`config.mk`:
```
export PLATFORM = sky130hd
export DESIGN_NAME = x86_16_mov_add_decoder_unit
export DESIGN_NICKNAME = d
export VERILOG_FILES = /design/src/rtl/xmad_pkg.sv /design/src/rtl/xmad_decode.sv /design/src/rtl/x86_16_mov_add_decoder_unit.sv
export SDC_FILE = /design/constraint.sdc
export NUM_CORES = 1
export LEC_CHECK = 0
export BUFFER_PORTS_ARGS = -buffer_cell sky130_fd_sc_hd__buf_2
export CAP_MARGIN = 0
export CORE_ASPECT_RATIO = 0.5
export CORE_MARGIN = 3
export CORE_UTILIZATION = 46
export CTS_BUF_LIST = sky130_fd_sc_hd__clkbuf_4 sky130_fd_sc_hd__clkbuf_8
export CTS_CLUSTER_SIZE = 28
export DETAILED_ROUTE_END_ITERATION = 10
export HOLD_SLACK_MARGIN = 0.15
export PLACE_DENSITY = 0.73
export SYNTH_ARGS = -nofsm -noshare
export SYNTH_HDL_FRONTEND = slang
export SYNTH_SLANG_ARGS = --single-unit
export TNS_END_PERCENT = 20
```
`constraint.sdc`:
```
create_clock -name clk -period 1.9 [get_ports clk]
set_clock_uncertainty 0.15 [all_clocks]
set_input_delay 0.285 -clock clk [delete_from_list [all_inputs] [get_ports clk]]
set_output_delay 0.285 -clock clk [all_outputs]
set_load 0.02 [all_outputs]
```
`src/rtl/xmad_pkg.sv`:
```
// shared types and codes for the mov/add instruction pre-decoder
package xmad_pkg;

  // instruction form codes
  localparam logic [2:0] FORM_MOV_RM      = 3'd0;
  localparam logic [2:0] FORM_MOV_IMM_RM  = 3'd1;
  localparam logic [2:0] FORM_MOV_IMM_REG = 3'd2;
  localparam logic [2:0] FORM_ADD_RM      = 3'd3;
  localparam logic [2:0] FORM_UNKNOWN     = 3'd4;

  // opcode match masks and patterns
  localparam logic [7:0] MASK_MOV_RM      = 8'b1111_1000;
  localparam logic [7:0] PAT_MOV_RM       = 8'b1000_1000;
  localparam logic [7:0] MASK_MOV_IMM_RM  = 8'b1111_1110;
  localparam logic [7:0] PAT_MOV_IMM_RM   = 8'b1100_0110;
  localparam logic [7:0] MASK_MOV_IMM_REG = 8'b1111_0000;
  localparam logic [7:0] PAT_MOV_IMM_REG  = 8'b1011_0000;
  localparam logic [7:0] MASK_ADD_RM      = 8'b1111_1100;
  localparam logic [7:0] PAT_ADD_RM       = 8'b0000_0000;

  // mod field codes
  localparam logic [1:0] MOD_NO_DISP  = 2'd0;
  localparam logic [1:0] MOD_DISP8    = 2'd1;
  localparam logic [1:0] MOD_DISP16   = 2'd2;
  localparam logic [1:0] MOD_REGISTER = 2'd3;

  // r/m code that means a direct address under mod 00
  localparam logic [2:0] RM_DIRECT = 3'd6;

  // one decoded instruction word
  typedef struct packed {
    logic [2:0]         form;
    logic               to_register;
    logic               wide;
    logic [1:0]         mode;
    logic [2:0]         register_field;
    logic [2:0]         memory_field;
    logic               direct_address;
    logic signed [15:0] displacement;
    logic [15:0]        immediate;
    logic [2:0]         length;
  } decode_t;

endpackage

```
`src/rtl/xmad_decode.sv`:
```
// combinational decode of one six-byte instruction window
module xmad_decode (
  input  logic [7:0]       b0,
  input  logic [7:0]       b1,
  input  logic [7:0]       b2,
  input  logic [7:0]       b3,
  input  logic [7:0]       b4,
  input  logic [7:0]       b5,
  output xmad_pkg::decode_t dec
);

  logic [1:0]  mode;
  logic [2:0]  reg_f;
  logic [2:0]  rm;
  logic        direct;
  logic [15:0] disp;
  logic [1:0]  disp_bytes;
  logic [15:0] imm_rm;

  // mod reg r/m fields and displacement
  always_comb begin
    mode   = b1[7:6];
    reg_f  = b1[5:3];
    rm     = b1[2:0];
    direct = (mode == xmad_pkg::MOD_NO_DISP) && (rm == xmad_pkg::RM_DIRECT);
    disp       = 16'd0;
    disp_bytes = 2'd0;
    if (mode == xmad_pkg::MOD_DISP8) begin
      disp       = {{8{b2[7]}}, b2};
      disp_bytes = 2'd1;
    end else if (mode == xmad_pkg::MOD_DISP16 || direct) begin
      disp       = {b3, b2};
      disp_bytes = 2'd2;
    end
  end

  // data of mov immediate to r/m follows the displacement
  always_comb begin
    case (disp_bytes)
      2'd1:    imm_rm = {b4, b3};
      2'd2:    imm_rm = {b5, b4};
      default: imm_rm = {b3, b2};
    endcase
    if (!b0[0]) begin
      imm_rm[15:8] = 8'd0;
    end
  end

  // form select
  always_comb begin
    dec = '0;
    if ((b0 & xmad_pkg::MASK_MOV_RM) == xmad_pkg::PAT_MOV_RM) begin
      dec.form           = xmad_pkg::FORM_MOV_RM;
      dec.to_register    = b0[1];
      dec.wide           = b0[0];
      dec.mode           = mode;
      dec.register_field = reg_f;
      dec.memory_field   = rm;
      dec.direct_address = direct;
      dec.displacement   = disp;
      dec.length         = 3'd2 + {1'b0, disp_bytes};
    end else if ((b0 & xmad_pkg::MASK_MOV_IMM_RM) == xmad_pkg::PAT_MOV_IMM_RM) begin
      dec.form           = xmad_pkg::FORM_MOV_IMM_RM;
      dec.wide           = b0[0];
      dec.mode           = mode;
      dec.register_field = reg_f;
      dec.memory_field   = rm;
      dec.direct_address = direct;
      dec.displacement   = disp;
      dec.immediate      = imm_rm;
      dec.length         = 3'd3 + {1'b0, disp_bytes} + {2'b00, b0[0]};
    end else if ((b0 & xmad_pkg::MASK_MOV_IMM_REG) == xmad_pkg::PAT_MOV_IMM_REG) begin
      dec.form           = xmad_pkg::FORM_MOV_IMM_REG;
      dec.to_register    = 1'b1;
      dec.wide           = b0[3];
      dec.register_field = b0[2:0];
      dec.immediate      = {(b0[3] ? b2 : 8'd0), b1};
      dec.length         = 3'd2 + {2'b00, b0[3]};
    end else if ((b0 & xmad_pkg::MASK_ADD_RM) == xmad_pkg::PAT_ADD_RM) begin
      dec.form           = xmad_pkg::FORM_ADD_RM;
      dec.to_register    = b0[1];
      dec.wide           = b0[0];
      dec.mode           = mode;
      dec.register_field = reg_f;
      dec.memory_field   = rm;
      dec.direct_address = direct;
      dec.displacement   = disp;
      dec.length         = 3'd2 + {1'b0, disp_bytes};
    end else begin
      dec.form = xmad_pkg::FORM_UNKNOWN;
    end
  end

endmodule

```
`src/rtl/x86_16_mov_add_decoder_unit.sv`:
```
// top level of the mov/add instruction pre-decoder
//
// Usage:
//   Drive the six window bytes on in_first_byte .. in_sixth_byte, opcode
//   first, and raise start. A word is taken at each rising edge where
//   start is high and busy is low. busy stays low, so one word can be
//   taken every clock cycle.
//   Each word gives exactly one decoded result on the out_ ports, marked
//   by out_valid for one cycle. The window register holds the word while
//   the decoder works on it, and the next edge loads the result register
//   and raises out_valid. Throughput is one word per cycle, set by the
//   single decode pass between those two registers.
//   The receiver cannot stall: it must take each result in the cycle
//   that out_valid is high.
//   Reset (rst_n low at a clock edge) drops any word in flight and clears
//   out_valid; no results appear until new words are taken.
//   Unknown opcodes give form 4 with length 0 and all other fields 0.
module x86_16_mov_add_decoder_unit (
  input  logic               clk,
  input  logic               rst_n,
  input  logic               start,
  output logic               busy,
  input  logic [7:0]         in_first_byte,
  input  logic [7:0]         in_second_byte,
  input  logic [7:0]         in_third_byte,
  input  logic [7:0]         in_fourth_byte,
  input  logic [7:0]         in_fifth_byte,
  input  logic [7:0]         in_sixth_byte,
  output logic               out_valid,
  output logic [2:0]         out_form,
  output logic               out_to_register,
  output logic               out_wide,
  output logic [1:0]         out_mode,
  output logic [2:0]         out_register_field,
  output logic [2:0]         out_memory_field,
  output logic               out_direct_address,
  output logic signed [15:0] out_displacement,
  output logic [15:0]        out_immediate,
  output logic [2:0]         out_length
);

  logic [7:0] win_r [6];
  logic       win_valid_r;
  logic       res_valid_r;
  xmad_pkg::decode_t dec;
  xmad_pkg::decode_t res_r;

  // the decoder never holds words off
  assign busy = 1'b0;

  // control: word valid through the two stages
  always_ff @(posedge clk) begin
    if (!rst_n) begin
      win_valid_r <= 1'b0;
      res_valid_r <= 1'b0;
    end else begin
      win_valid_r <= start && !busy;
      res_valid_r <= win_valid_r;
    end
  end

  // window register
  always_ff @(posedge clk) begin
    if (start && !busy) begin
      win_r[0] <= in_first_byte;
      win_r[1] <= in_second_byte;
      win_r[2] <= in_third_byte;
      win_r[3] <= in_fourth_byte;
      win_r[4] <= in_fifth_byte;
      win_r[5] <= in_sixth_byte;
    end
  end

  xmad_decode u_decode (
    .b0  (win_r[0]),
    .b1  (win_r[1]),
    .b2  (win_r[2]),
    .b3  (win_r[3]),
    .b4  (win_r[4]),
    .b5  (win_r[5]),
    .dec (dec)
  );

  // result register
  always_ff @(posedge clk) begin
    if (win_valid_r) begin
      res_r <= dec;
    end
  end

  assign out_valid          = res_valid_r;
  assign out_form           = res_r.form;
  assign out_to_register    = res_r.to_register;
  assign out_wide           = res_r.wide;
  assign out_mode           = res_r.mode;
  assign out_register_field = res_r.register_field;
  assign out_memory_field   = res_r.memory_field;
  assign out_direct_address = res_r.direct_address;
  assign out_displacement   = res_r.displacement;
  assign out_immediate      = res_r.immediate;
  assign out_length         = res_r.length;

endmodule

```
==> results.sh, run 1 <==
export IMPL_outcome="finished, violations left"
export IMPL_violations="negative setup slack"
export IMPL_r2r_setup_slack_ns=-0.20
export IMPL_min_to="win_r[0][3]"
export IMPL_clk_latency_ns=0.37
export IMPL_path_clk_slew_ns=0.09
export IMPL_cts_sinks=99
export IMPL_holdPathStages=2
export IMPL_min_delay_start="start"
export IMPL_tightest_slew_ns=0.573
export IMPL_dieArea_um2=10100
export IMPL_cap_violations=0
export IMPL_io_buffers=100
export IMPL_synth_seq_cells=99
export IMPL_post_drt_wl_per_cell_um=19.3
export IMPL_hpwlAfterDp_um=6900
export IMPL_cp_end_kind="flop"
export IMPL_cp_required_ns=1.84
export IMPL_r2r_start="win_r[1][6]"
export IMPL_fillCellCount=597
export IMPL_gp_congestion=0.846
export IMPL_final_common_cell="buf_2"
export IMPL_htreeDepth=3
export IMPL_clock_tree_root_cell="clkbuf_8"
export IMPL_finalHoldViolations=0
export IMPL_ys_flop_type="edfxtp_1"
export IMPL_startpoint="win_r[1][6]"
export IMPL_die_h_um=72.4
export IMPL_min_period_over_period_pct=110
export IMPL_rr_worst_depth=5
export IMPL_synth_compound_area_share_pct=12.0
export IMPL_routed_wl_um=10900
export IMPL_synthCells=273
export IMPL_drt_pass1_iter_count=9
export IMPL_multi_input_area_um2=1120
export IMPL_whs_ns=0.268
export IMPL_grt_start_max_net_pins=50
export IMPL_grt_setup_unrepaired="yes"
export IMPL_synthMuxAreaShare_pct=2.22
export IMPL_clock_path_buffers=2
export IMPL_yosysUniqueCellTypes=44
export IMPL_cts_buffers=9
export IMPL_synth_top_family_by_area="compound AO/OA/AOI/OAI gates"
export IMPL_synth_edf_count=97
export IMPL_layout_setup_ws_ns=-0.199
export IMPL_path_cells="nand4bb_4 -> o21ai_4 -> buf_6 -> a222oi_1 -> a21oi_1"
export IMPL_grt_pass1_vias=3051
export IMPL_antenna_found_initial=0
export IMPL_synth_fa_ha_area_share_pct=0.308
export IMPL_final_seq_area_um2=2950
export IMPL_finalPower_mw=4.55
export IMPL_drc=0
export IMPL_yosys_warnings=0
export IMPL_syn_area_um2=4060
export IMPL_cpMaxStageDelayCell="edfxtp_1"
export IMPL_drv_slew=0
export IMPL_final_cell_mix="100 x buf_2, 97 x edfxtp_1, 49 x dlygate4sd3_1, 27 x a21oi_1, 26 x buf_4"
export IMPL_tns_ns=-0.581
export IMPL_nets=502
export IMPL_drive_above_1_share_pct=40.2
export IMPL_track_usage_pct=21.4
export IMPL_max_stage_delay_ns=0.54
export IMPL_grt_pass1_wl_um=16300
export IMPL_tritoncts="yes"
export IMPL_async_flop_share_pct=0
export IMPL_viasPerCell=5.62
export IMPL_hold_class="primary input to flop"
export IMPL_antenna_left=0
export IMPL_syn_to_final_growth_pct=39.5
export IMPL_timing_rr_end="out_immediate[6]"
export IMPL_crit_arrival_ns=2.04
export IMPL_ir_worst_vdd_uv=360
export IMPL_antenna_cells=0
export IMPL_start_util_pct=49.0
export IMPL_worst_setup_path_start_kind="flop"
export IMPL_maxSlewHeadroom_pct=61.8
export IMPL_drtIter0Drc=490
export IMPL_setup_violations=7
export IMPL_grt_overflow=0
export IMPL_period_minus_slack_ns=2.10
export IMPL_clock_fmax_mhz=476
export IMPL_syn_avg_cell_area_um2=14.9
export IMPL_path_class="flop to flop"
export IMPL_synth_xor_area_share_pct=0.216
export IMPL_io_pins=102
export IMPL_coreArea_um2=8290
export IMPL_synth_simple_area_share_pct=9.74
export IMPL_power_leakage_nw=2.12
export IMPL_die_w_um=139
export IMPL_cellPowerDensity_nw_per_um2=803
export IMPL_ys_seq_area_share_pct=72.7
export IMPL_vias=3184
export IMPL_synth_net_count=325
export IMPL_crit_path_max_fanout=8
export IMPL_finish_utilization_pct=68.3
export IMPL_num_rows=23
-- per-stage QoR --
step                      cell area [um2]  instances  worst slack, ns
after floorplan                      4070        273          -0.0103
after global placement               4750        486          -0.0827
after detailed placement             4750        486           -0.167
after CTS                            5520        560          -0.0142
after global routing                 5660        567           -0.260
final                                5660        567           -0.199
-- critical path, delay by kind of cell (launching register included) --
| family | cells | cell delay (ns) |
|---|---|---|
| and+or+nand+nor | 1 | 0.22 |
| DFF | 1 | 0.54 |
| buffers and inverters | 1 | 0.14 |
| AOI/OAI and AO/OA | 3 | 0.77 |
-- area by class of cell --
cell class,count,share of cell area [%]
multi-input combinational,154,19.8
sequential,99,52.2
clock buffer,10,2.32
timing repair buffer,181,22.4
inverter,5,0.331
tap,112,2.47
clock inverter,6,0.574
-- routing by layer --
layer	GRT usage, %	part of all wire (%)
met1	26.0	39
met2	36.8	50
met3	6.98	9.2
met4	7.92	2.1
met5	0	0
-- synth_stat cells (2+ instances only) --
| library cell | count | area [um2] |
|---|---|---|
| a21o_1 | 2 | 15.0 |
| a21oi_1 | 33 | 165 |
| a221o_1 | 2 | 20.0 |
| a222oi_1 | 8 | 80.1 |
| a22o_1 | 3 | 26.3 |
| and2_1 | 7 | 43.8 |
| and3_1 | 8 | 50.1 |
| buf_2 | 7 | 35.0 |
| buf_4 | 4 | 30.0 |
| clkbuf_1 | 4 | 15.0 |
| dfxtp_1 | 2 | 40.0 |
| edfxtp_1 | 97 | 2910 |
| inv_1 | 4 | 15.0 |
| mux2_2 | 8 | 90.1 |
| nand2_1 | 19 | 71.3 |
| nand2b_1 | 9 | 56.3 |
| nor2_1 | 4 | 15.0 |
| nor2b_1 | 2 | 12.5 |
| nor3_1 | 2 | 10.0 |
| o21ai_2 | 2 | 17.5 |
| o22ai_1 | 8 | 50.1 |
| o31ai_1 | 8 | 60.1 |
| or2_2 | 2 | 12.5 |
| or3_1 | 8 | 50.1 |
-- power breakdown --
part           leakage [nW]  internal [mW]  switching, mW
sequential            0.892           2.56          0.102
clock                0.0806          0.477          0.700
combinational          1.15          0.328          0.379
-- worst max path at each step --
stage,end,slack [ns]
after floorplan,out_length[1],-0.01
after global placement,out_immediate[5],-0.08
after detailed placement,out_immediate[5],-0.17
after CTS,out_immediate[5],-0.01
after global routing,out_immediate[6],-0.26
final,out_immediate[6],-0.20
-- cells by family after synthesis --
group / Yosys count
compound gates: 73
xor+xnor: 1
fa+ha+maj: 1
buf+inv: 21
flops: 99
mux: 8
other cells: 1
simple gates: 69
-- flip-flops by register name (all words and copies together) (netlist names), 2 cells and up --
name / count
out_displacement: 16
out_form: 3
out_immediate: 16
out_length: 3
out_memory_field: 3
out_mode: 2
out_register_field: 3
win_r: 48
-- what timing repair did --
action	in CTS	in global routing
endpoints found under the setup margin	8	35
cloned	0	1
pin swaps	3	15
hold endpoints to repair	50	0
resized for setup	8	21
hold buffers	49	0
buffers inserted	9	6
Power figures use the tool's default switching activity.
==> run 2, diff against run 1 <==
--- a/config.mk
+++ b/config.mk
@@ -9,12 +9,12 @@
 export CAP_MARGIN = 0
 export CORE_ASPECT_RATIO = 0.5
 export CORE_MARGIN = 3
-export CORE_UTILIZATION = 46
+export CORE_UTILIZATION = 49
 export CTS_BUF_LIST = sky130_fd_sc_hd__clkbuf_4 sky130_fd_sc_hd__clkbuf_8
 export CTS_CLUSTER_SIZE = 28
 export DETAILED_ROUTE_END_ITERATION = 10
 export HOLD_SLACK_MARGIN = 0.15
-export PLACE_DENSITY = 0.73
+export PLACE_DENSITY = 0.77
 export SYNTH_ARGS = -nofsm -noshare
 export SYNTH_HDL_FRONTEND = slang
 export SYNTH_SLANG_ARGS = --single-unit
==> run 2 against run 1 <==
  * The flow still finishes with violations (negative setup slack)
  * Clock power is 8% higher
  * Critical endpoint is now out_immediate[3]
  * Setup slack improved by 0.048 ns
  * First-iteration DRC count decreased by 12%
  * Routed wire length shrank 2.6%
  * Sequential power barely moved
  * Flip-flop and latch count unchanged
  * Power increased by 1.8%
  * Critical path type unchanged
==> results.sh, run 2 (synthesis results as in run 1) <==
export IMPL_outcome="finished, violations left"
export IMPL_violations="negative setup slack"
export IMPL_dieArea_um2=9480
export IMPL_die_w_um=135
export IMPL_viasPerCell=5.60
export IMPL_drc=0
export IMPL_cts_sinks=99
export IMPL_layout_setup_ws_ns=-0.151
export IMPL_whs_ns=0.286
export IMPL_cp_required_ns=1.84
export IMPL_hpwlAfterDp_um=6710
export IMPL_pre_cts_ws_ns=-0.156
export IMPL_setup_violations=14
export IMPL_crit_path_max_fanout=6
export IMPL_track_usage_pct=22.6
export IMPL_drv_slew=0
export IMPL_r2r_setup_slack_ns=-0.15
export IMPL_clk_latency_ns=0.36
export IMPL_fillCellCount=476
export IMPL_start_util_pct=52.9
export IMPL_grt_start_max_net_pins=50
export IMPL_tritoncts="yes"
export IMPL_antenna_found_initial=0
export IMPL_cts_buffers=9
export IMPL_hold_class="primary input to flop"
export IMPL_largest_register="win_r"
export IMPL_die_h_um=70.4
export IMPL_drt_pass1_iter_count=6
export IMPL_grt_pass1_vias=3146
export IMPL_io_buffers=100
export IMPL_final_common_cell="buf_2"
export IMPL_post_drt_wl_per_cell_um=19.1
export IMPL_coreArea_um2=7680
export IMPL_clock_tree_root_cell="clkbuf_8"
export IMPL_drive_above_1_share_pct=39.2
export IMPL_routed_wl_um=10700
export IMPL_num_rows=22
export IMPL_finish_utilization_pct=73.6
export IMPL_instances_no_fill=559
export IMPL_htreeDepth=3
export IMPL_worst_setup_path_start_kind="flop"
export IMPL_path_clk_slew_ns=0.09
export IMPL_place_inst=482
export IMPL_cellPowerDensity_nw_per_um2=819
export IMPL_design_area_um2=5650
export IMPL_syn_to_final_growth_pct=39.3
export IMPL_cap_violations=0
export IMPL_antenna_cells=0
export IMPL_dpl_cell_area_um2=4760
export IMPL_crit_arrival_ns=1.99
export IMPL_vias=3133
export IMPL_period_minus_slack_ns=2.05
export IMPL_min_period_over_period_pct=108
export IMPL_final_cell_mix="100 x buf_2, 97 x edfxtp_1, 49 x dlygate4sd3_1, 27 x a21oi_1, 21 x buf_4"
export IMPL_clock_path_buffers=2
export IMPL_maxSlewHeadroom_pct=57.8
export IMPL_drtIter0Drc=431
export IMPL_grt_pass1_wl_um=16100
export IMPL_io_pins=102
export IMPL_ir_worst_vdd_uv=399
export IMPL_nets=498
export IMPL_gp_congestion=0.928
export IMPL_clock_fmax_mhz=488
export IMPL_finalPower_mw=4.63
export IMPL_largest_register_ffs=48
export IMPL_antenna_left=0
export IMPL_finalHoldViolations=0
export IMPL_tns_ns=-1.11
export IMPL_cp_end_kind="flop"
export IMPL_path_class="flop to flop"
export IMPL_tightest_slew_ns=0.634
export IMPL_grt_setup_unrepaired="yes"
export IMPL_grt_overflow=0
export IMPL_power_leakage_nw=2.13
run 2: cell types whose count changed in the layout (fill, tap and decap cells not counted), sizes merged:
cell	change
o21a	-1
buf	-3
clkinv	-4
clkbuf	+6
clkinvlp	-2
run 2: layer usage:
layer | GRT usage, % | vias to the layer above | wire [um]
met4 | 9.82 | 0 | 308
li1 | - | 1415 | -
met2 | 36.6 | 212 | 5210
met3 | 6.55 | 35 | 1140
met5 | 0 | - | 0
met1 | 28.6 | 1471 | 4010
run 2: worst max-delay path, cell delays in order, from the launching register on:
cell       delay, ns
edfxtp_1        0.50
nand4bb_4       0.20
o21ai_2         0.09
buf_6           0.14
a222oi_1        0.55
a21oi_1         0.14
run 2: final cells by class:
cell class	count	area, um2	share of cell area [%]
Timing Repair Buffer	178	1270	22.5
Tap cell	108	135	2.39
Inverter	5	18.8	0.332
Sequential cell	99	2950	52.2
Multi-Input combinational cell	153	1080	19.2
Clock buffer	16	189	3.34
run 2: worst paths after layout:
path,from,to,cells after the start
setup reg to reg,win_r[1][6],out_immediate[3],5
hold reg to reg,win_r[1][3],out_register_field[0],1
hold / removal,start,win_r[1][6],2
setup / recovery,win_r[1][6],out_immediate[3],5
run 2: power by group:
| part | internal, mW | switching (mW) |
|---|---|---|
| Combinational | 0.329 | 0.368 |
| Clock | 0.624 | 0.646 |
| Sequential | 2.56 | 0.102 |
| Total | 3.51 | 1.12 |
run 2: timing repair:
action | CTS | global route
endpoints found under the setup margin | 4 | 28
gates resized for setup | 8 | 15
hold buffers | 49 | 0
buffers inserted | 10 | 1
hold endpoints to repair | 50 | 0
pin swaps | 3 | 7
gates cloned | 1 | 0
==> run 3, diff against run 2 <==
--- a/config.mk
+++ b/config.mk
@@ -7,14 +7,14 @@
 export LEC_CHECK = 0
 export BUFFER_PORTS_ARGS = -buffer_cell sky130_fd_sc_hd__buf_2
 export CAP_MARGIN = 0
-export CORE_ASPECT_RATIO = 0.5
-export CORE_MARGIN = 3
-export CORE_UTILIZATION = 49
+export CORE_ASPECT_RATIO = 0.9
+export CORE_MARGIN = 5
+export CORE_UTILIZATION = 40
 export CTS_BUF_LIST = sky130_fd_sc_hd__clkbuf_4 sky130_fd_sc_hd__clkbuf_8
 export CTS_CLUSTER_SIZE = 28
 export DETAILED_ROUTE_END_ITERATION = 10
 export HOLD_SLACK_MARGIN = 0.15
-export PLACE_DENSITY = 0.77
+export PLACE_DENSITY = 0.65
 export SYNTH_ARGS = -nofsm -noshare
 export SYNTH_HDL_FRONTEND = slang
 export SYNTH_SLANG_ARGS = --single-unit
==> run 3 against run 2 <==
  * The run now ends clean
  * Sequential power about the same
  * Via count decreased by 4.9%
  * Flip-flop and latch count unchanged
==> results.sh, run 3 (synthesis results as in run 1) <==
export IMPL_outcome="finished, final reports clean"
export IMPL_grt_start_max_net_pins=50
export IMPL_drc=0
export IMPL_hpwlAfterDp_um=6780
export IMPL_met3_usage_pct=2.64
export IMPL_whs_ns=0.260
export IMPL_nets=489
export IMPL_grt_busiest_layer="met2"
export IMPL_io_pins=102
export IMPL_clock_tree_root_cell="clkbuf_8"
export IMPL_finish_utilization_pct=57.1
export IMPL_track_usage_pct=16.8
export IMPL_startpoint="win_r[1][6]"
export IMPL_crit_arrival_ns=1.86
export IMPL_use_met1_pct=23.4
export IMPL_dpl_cell_area_um2=4780
export IMPL_grt_setup_unrepaired="yes"
export IMPL_worst_setup_path_start_kind="flop"
export IMPL_use_met2_pct=26.0
export IMPL_cts_sinks=99
export IMPL_cellPowerDensity_nw_per_um2=874
export IMPL_dieArea_um2=12300
export IMPL_antenna_left=0
export IMPL_vias=2980
export IMPL_crit_path_max_fanout=7
export IMPL_viasPerCell=5.25
export IMPL_clk_latency_ns=0.36
export IMPL_drtIter0Drc=252
export IMPL_r2r_setup_slack_ns=0.008
export IMPL_min_period_over_period_pct=99.6
export IMPL_period_minus_slack_ns=1.89
export IMPL_multi_input_area_um2=1050
export IMPL_post_drt_wl_per_cell_um=17.9
export IMPL_cp_end_kind="flop"
export IMPL_max_stage_delay_ns=0.49
export IMPL_cpMaxStageDelayCell="edfxtp_1"
export IMPL_min_to="win_valid_r"
export IMPL_setup_violations=0
export IMPL_clock_fmax_mhz=529
export IMPL_htreeDepth=3
export IMPL_gp_congestion=0.882
export IMPL_largest_register_ffs=48
export IMPL_cts_buffers=9
export IMPL_instances_no_fill=568
export IMPL_timing_rr_end="out_length[1]"
export IMPL_grt_overflow=0
export IMPL_die_h_um=106
export IMPL_syn_to_final_growth_pct=37.6
export IMPL_power_leakage_nw=2.07
export IMPL_rr_worst_depth=4
export IMPL_start_util_pct=41.5
export IMPL_largest_register="win_r"
export IMPL_path_class="flop to flop"
export IMPL_fillCellCount=796
export IMPL_finalHoldViolations=0
export IMPL_final_cell_mix="100 x buf_2, 97 x edfxtp_1, 49 x dlygate4sd3_1, 33 x a21oi_1, 19 x nand2_1"
export IMPL_cp_required_ns=1.87
export IMPL_antenna_cells=0
export IMPL_routed_wl_um=10200
export IMPL_design_area_um2=5580
export IMPL_r2r_start="win_r[1][6]"
export IMPL_cap_violations=0
export IMPL_final_seq_area_um2=2950
export IMPL_grt_pass1_vias=2891
export IMPL_grt_pass1_wl_um=15600
export IMPL_drv_slew=0
export IMPL_antenna_found_initial=0
export IMPL_ir_worst_vdd_uv=366
export IMPL_drive_above_1_share_pct=36.0
export IMPL_drt_pass1_iter_count=5
export IMPL_tritoncts="yes"
export IMPL_path_cells="nand4bb_2 -> o21ai_4 -> xor2_1 -> a221o_1"
export IMPL_hold_class="primary input to flop"
export IMPL_path_clk_slew_ns=0.09
export IMPL_min_delay_start="start"
export IMPL_holdPathStages=3
export IMPL_place_inst=500
export IMPL_die_w_um=116
export IMPL_final_common_cell="buf_2"
export IMPL_coreArea_um2=9780
export IMPL_io_buffers=100
export IMPL_num_rows=34
export IMPL_clock_path_buffers=2
-- run 3: metal layers --
layer / routed length (um) / share of wire (%)
met1: 4280 / 42
met2: 4850 / 48
met3: 817 / 8.0
met4: 238 / 2.3
met5: 0 / 0
-- run 3: metrics by stage --
step	setup WS, ns	total power, mW	setup TNS [ns]
6_report	0.00807	4.88	0
5_1_grt	-0.0436	5.07	-0.153
4_1_cts	-0.00122	4.88	-0.00122
3_5_place_dp	-0.0973	3.24	-0.449
3_3_place_gp	-0.0848	3.22	-0.377
2_1_floorplan	-0.0103	2.98	-0.0103
-- run 3: critical path: cells and delay by family, from the launching register on --
family	cells	cell delay [ns]
simple gates	1	0.37
xor+xnor	1	0.11
compound gates	2	0.53
flops	1	0.49
-- run 3: what timing repair did --
item,in CTS,in global routing
buffers inserted,0,2
gates resized for setup,2,7
hold buffers,49,0
pin swaps,0,1
hold endpoints to repair,50,0
setup endpoints to repair,9,35
cloned,0,1
-- run 3: where the power goes --
part	leakage, nW	internal, mW	total (mW)	switching (mW)
registers	0.892	2.56	2.66	0.0973
clock network	0.109	0.869	1.59	0.723
logic	1.07	0.290	0.631	0.342
total	2.07	3.72	4.88	1.16
-- run 3: worst max path at each step --
| stage | cells past startpoint | endpoint | slack (ns) |
|---|---|---|---|
| 3_3_place_gp | 4 | out_immediate[1] | -0.08 |
| 2_1_floorplan | 7 | out_length[1] | -0.01 |
| 4_1_cts | 4 | out_length[1] | -0.001 |
| 3_5_place_dp | 4 | out_immediate[2] | -0.1 |
| 6_report | 4 | out_length[1] | 0.008 |
| 5_1_grt | 4 | out_length[1] | -0.04 |
-- run 3: area by class of cell --
class	instances	share of cell area [%]
flip-flops and latches	99	52.9
well taps	126	2.82
repair buffers	168	20.8
clock buffers	9	2.22
clock inverters	7	2.08
inverters	5	0.336
multi-input cells	154	18.8
